File: config.mk
export PLATFORM = sky130hd
export DESIGN_NAME = aabb_xf_row
export DESIGN_NICKNAME = d
export VERILOG_FILES = /design/src/design/aabb_xf_pkg.sv /design/src/design/aabb_xf_row.sv
export SDC_FILE = /design/constraint.sdc
export NUM_CORES = 2
export LEC_CHECK = 0
export BUFFER_PORTS_ARGS = -buffer_cell sky130_fd_sc_hd__buf_2
export CAP_MARGIN = 0
export CORE_AREA = 2 2 454 456
export CTS_CLUSTER_DIAMETER = 80
export DETAILED_ROUTE_END_ITERATION = 10
export DIE_AREA = 0 0 456 458
export PLACE_DENSITY_LB_ADDON = 0.05
export RECOVER_POWER = 25
export SETUP_SLACK_MARGIN = 0.5
export SLEW_MARGIN = 20
export SYNTH_ARGS = -nofsm -noshare
export SYNTH_HDL_FRONTEND = slang
export SYNTH_SLANG_ARGS = --single-unit
File: constraint.sdc
create_clock -name clk -period 7.4 [get_ports clk]
set_clock_uncertainty 0.05 [all_clocks]
set_input_delay 0.37 -clock clk [delete_from_list [all_inputs] [get_ports clk]]
set_output_delay 0.37 -clock clk [all_outputs]
set_load 0.005 [all_outputs]
File: src/design/aabb_xf_pkg.sv
// Types, constants and helper functions for the box transform.
package aabb_xf_pkg;

	// Signed Q8.8 coordinate.
	typedef logic signed [15:0] coord_t;

	// Coordinate shifted back from a Q12.20 product to Q12.8, before saturation.
	typedef logic signed [19:0] term_t;

	// Sum of three terms and a translation.
	typedef logic signed [21:0] acc_t;

	// Configuration register indexes.
	typedef enum logic [1:0] {
		CFG_ROW_X = 2'd0,
		CFG_ROW_Y = 2'd1,
		CFG_ROW_Z = 2'd2
	} cfg_idx_t;

	// Stage advance strobes handed to each axis datapath.
	typedef struct packed {
		logic s2;
		logic s3;
		logic s4;
	} pipe_en_t;

	localparam int unsigned ROW_W      = 64;
	localparam int unsigned COEF_SHIFT = 12;
	localparam int unsigned TRANS_LSB  = 48;

	// Identity transform rows.
	localparam logic [ROW_W-1:0] ROW_X_RST = 64'h0000_0000_0000_1000;
	localparam logic [ROW_W-1:0] ROW_Y_RST = 64'h0000_0000_1000_0000;
	localparam logic [ROW_W-1:0] ROW_Z_RST = 64'h0000_1000_0000_0000;

	localparam coord_t COORD_MAX = 16'sh7fff;
	localparam coord_t COORD_MIN = 16'sh8000;

	// Clamp a wide sum into the signed 16-bit range.
	function automatic coord_t sat16(input acc_t v);
		coord_t r;
		if (v[21:15] == {7{v[21]}}) begin
			r = v[15:0];
		end else if (v[21]) begin
			r = COORD_MIN;
		end else begin
			r = COORD_MAX;
		end
		return r;
	endfunction

endpackage

File: src/design/aabb_xf_row.sv
// One output axis: products, per-term min and max, sum and saturation.
module aabb_xf_row import aabb_xf_pkg::*; (
	input  logic             clk,
	input  pipe_en_t         en,
	input  logic [ROW_W-1:0] row,
	input  coord_t           lo_s1 [3],
	input  coord_t           hi_s1 [3],
	output coord_t           min_s4,
	output coord_t           max_s4
);

	logic signed [31:0] prod_lo [3];
	logic signed [31:0] prod_hi [3];
	term_t  lo_s2 [3];
	term_t  hi_s2 [3];
	term_t  tmin_s3 [3];
	term_t  tmax_s3 [3];
	coord_t trans;
	acc_t   sum_min;
	acc_t   sum_max;

	// Full products, floored back to Q12.8 by dropping the low fraction bits.
	always_comb begin
		for (int j = 0; j < 3; j++) begin
			prod_lo[j] = $signed(row[16*j +: 16]) * lo_s1[j];
			prod_hi[j] = $signed(row[16*j +: 16]) * hi_s1[j];
		end
	end

	always_ff @(posedge clk) begin
		if (en.s2) begin
			for (int j = 0; j < 3; j++) begin
				lo_s2[j] <= prod_lo[j][31:COEF_SHIFT];
				hi_s2[j] <= prod_hi[j][31:COEF_SHIFT];
			end
		end
	end

	// Each term depends on one coordinate only, so the corner extremes
	// split into independent per-term extremes.
	always_ff @(posedge clk) begin
		if (en.s3) begin
			for (int j = 0; j < 3; j++) begin
				tmin_s3[j] <= (lo_s2[j] < hi_s2[j]) ? lo_s2[j] : hi_s2[j];
				tmax_s3[j] <= (lo_s2[j] < hi_s2[j]) ? hi_s2[j] : lo_s2[j];
			end
		end
	end

	// Add the translation and clamp; clamping is monotone so it commutes
	// with the min and max.
	always_comb begin
		trans   = row[TRANS_LSB +: 16];
		sum_min = acc_t'(tmin_s3[0]) + acc_t'(tmin_s3[1]) + acc_t'(tmin_s3[2])
			+ acc_t'(trans);
		sum_max = acc_t'(tmax_s3[0]) + acc_t'(tmax_s3[1]) + acc_t'(tmax_s3[2])
			+ acc_t'(trans);
	end

	always_ff @(posedge clk) begin
		if (en.s4) begin
			min_s4 <= sat16(sum_min);
			max_s4 <= sat16(sum_max);
		end
	end

endmodule

==> results.ini <==
[critical_path]
startpoint_type = primary input
critPathMaxFanout = 16
cp.buffers_inverters = 5
endpoint_kind = flop
crit_chain = buf_2, nand2_1, fa_1, fa_1, fa_1, fa_1, inv_1, fa_1, inv_1, fa_1, inv_1, ha_1, nand3_1, a211oi_1, a211oi_1, o21ai_0, buf_4, nand4_1, a21oi_1, o211ai_1, a21oi_1, mux2i_1, nand4_1
cpPeakStageDelay_ns = 0.59
critPathKind = in2reg
crit_top_cell = fa_1
cp_slowest_cell = fa_1
crit_family = adder cells
cp.arrival_ns = 6.73
required_ns = 7.63

[die]
rows = 166
dieArea_um2 = 208800
io_pins = 196
core-area_um2 = 203800
start_util_pct = 34.88
die_height_um = 458
die_x_um = 456

[synth]
synth_cells = 7114
syn_nets = 9499
yosysWarningCount = 0
ys_ff_latch = 272
yosys-top-cells-area = fa_1 (46%), edfxtp_1 (11%), ha_1 (10%), inv_1 (9.5%), and2_1 (6.5%)
ys_types = 70
synthFlopType = edfxtp_1
syn_area_um2 = 71060
synth_area_per_cell_um2 = 9.989
synth_top_cell_by_area = fa_1
synth-edff-count = 272
synth.top_cell.area_share_pct = 46.43
async_flop_share_pct = 0
yosysSeqAreaShare_pct = 11.49

[placed_design]
hpwl_mm = 164.0
numPortBuffers = 195
gp_congestion = 0.8183

[finish]
final_common_cell = inv_1
final_cell_mix = inv_1 (1796), fa_1 (1648), nand2_1 (748), and2_1 (736), ha_1 (573)
utilization_pct = 37.61
nNetsFinal = 9609
area_growth_pct = 7.844
nFillCells = 20720
layout-drive-gt1-share_pct = 6.717

[detailed_routing]
dr_wl_met3_mm = 5.872
ant_nets = 0
wl_mm = 193.7
drc_errors = 0
vias = 46100
via_per_inst = 4.631
wl_met2_mm = 94.76
drt_iter0_drc = 2272
highest_layer = met4
met1_length_mm = 90.17
wl_per_cell_um = 19.46
first_pass_iters = 5

[sta]
maxSlewViolCount = 220
fmax_mhz = 153.9
tightest_slew_ns = 4.473
min_period_ns = 6.497
max-slew-margin-rel_pct = -198.2
finalCritPeriodShare_pct = 87.80
hold_viol_final = 0
setup_violations = 0
fin_tns_setup_ns = 0
rsz0062_at_grt = no

[cts]
cts_hold_buf = 0
clk_path_buf_depth = 3
clock-sinks = 272
numCtsBuffers = 34
clock_latency_ns = 0.54
root_buffer = clkbuf_16
cts_tree = done
htreeDepth = 2
clk_pin_slew_ns = 0.06

[min_path]
hp-class = in2reg

[global_route]
antenna_found_initial = 24
grt_pass1_vias = 51320
grt_pass1_wl_mm = 307.4
track_usage_pct = 19.22
overflow = 0
grt_start_max_net_pins = 84

[flow_run]
drv_cap = 4

[run_status]
outcome = complete, but fails checks
violations = max-capacitance violations, max-slew violations

## cells in the mapped netlist, types with 4 or more instances
| cell type | instances |
|---|---|
| a2111oi_0 | 6 |
| a211oi_1 | 11 |
| a21o_1 | 71 |
| a21oi_1 | 128 |
| a21oi_2 | 11 |
| a22o_1 | 5 |
| a31oi_1 | 13 |
| and2_1 | 736 |
| and3_1 | 8 |
| buf_2 | 5 |
| clkbuf_1 | 247 |
| edfxtp_1 | 272 |
| fa_1 | 1648 |
| ha_1 | 573 |
| inv_1 | 1796 |
| mux2_1 | 33 |
| mux2_2 | 85 |
| nand2_1 | 748 |
| nand2b_1 | 42 |
| nand3_1 | 27 |
| nand4_1 | 23 |
| nor2_1 | 169 |
| nor2b_1 | 24 |
| nor3_1 | 33 |
| nor4_1 | 4 |
| o211a_1 | 4 |
| o211ai_1 | 9 |
| o21a_1 | 33 |
| o21ai_0 | 54 |
| o21ai_1 | 5 |
| o21bai_1 | 13 |
| o22ai_1 | 5 |
| o31a_1 | 5 |
| o31ai_1 | 4 |
| or2_2 | 4 |
| or3_1 | 5 |
| xnor2_1 | 150 |
| xor2_1 | 46 |
## flip-flops by register name (all words and copies together), names as in the netlist
register and flops:
tmin_s3 60, lo_s2 60, tmax_s3 60, max_s4 16, hi_s2 60, min_s4 16
## path summary, 6_finish.rpt
kind / to / slack (ns) / cells past startpoint / from
setup / recovery: hi_s2[0][19] / 0.90 / 23 / hi_s1[33]
hold / removal: min_s4[0] / 0.46 / 5 / row[48]
setup reg to reg: max_s4[0] / 2.24 / 14 / tmax_s3[0][1]
hold reg to reg: tmax_s3[0][5] / 0.55 / 1 / hi_s2[0][5]
## cells by family after synthesis
| family | after synthesis | share of synthesized area [%] |
|---|---|---|
| adder cells (fa/ha/maj) | 2221 | 56.51 |
| buffers and inverters | 2054 | 10.89 |
| AND/OR/NAND/NOR | 1834 | 12.84 |
| AO/OA/AOI/OAI | 416 | 3.921 |
| flip-flops | 272 | 11.49 |
| XOR/XNOR | 197 | 2.439 |
| multiplexers | 120 | 1.898 |
## metal layers
| metal | global-route usage [%] | vias to the layer above |
|---|---|---|
| met5 | 0 | - |
| met4 | 3.518 | 0 |
| met3 | 1.568 | 111 |
| met2 | 32.52 | 620 |
| met1 | 27.14 | 24060 |
| li1 | - | 21310 |
## worst min-delay path, stage by stage
cell	delay, ns
buf_2	0.12
fa_1	0.17
ha_1	0.12
inv_1	0.04
a21oi_1	0.11
## metrics by stage
stage               std cells  cell area [um2]  hold slack, ns  setup WS, ns
finish                   9955            76640          0.4570        0.9031
global placement         9876            75570          0.5276        0.3214
detailed placement       9876            75570          0.5371        0.2557
floorplan                7114            71060          0.4325        0.8706
global route             9951            76630          0.4841        0.5059
CTS                      9938            76600          0.2486        0.8408
## area by class of cell
class / count / area (um2) / area share [%]
clock buffers: 41 / 877.1 / 1.144
multi-input cells: 4788 / 55210 / 72.04
flip-flops and latches: 272 / 8168 / 10.66
diodes: 17 / 42.54 / 0.05551
clock inverters: 21 / 152.6 / 0.1992
well taps: 2688 / 3363 / 4.389
inverters: 1797 / 6745 / 8.801
repair buffers: 331 / 2077 / 2.710
## what timing repair did
action | CTS | global route
resized for setup | 0 | 1
endpoints found under the hold margin | 0 | 0
setup buffers | 0 | 0
setup endpoints to repair | 0 | 1
Power is left out: the tool's default activity adds up to more than one toggle a clock period on the data nets, which glitch-free logic cannot reach.
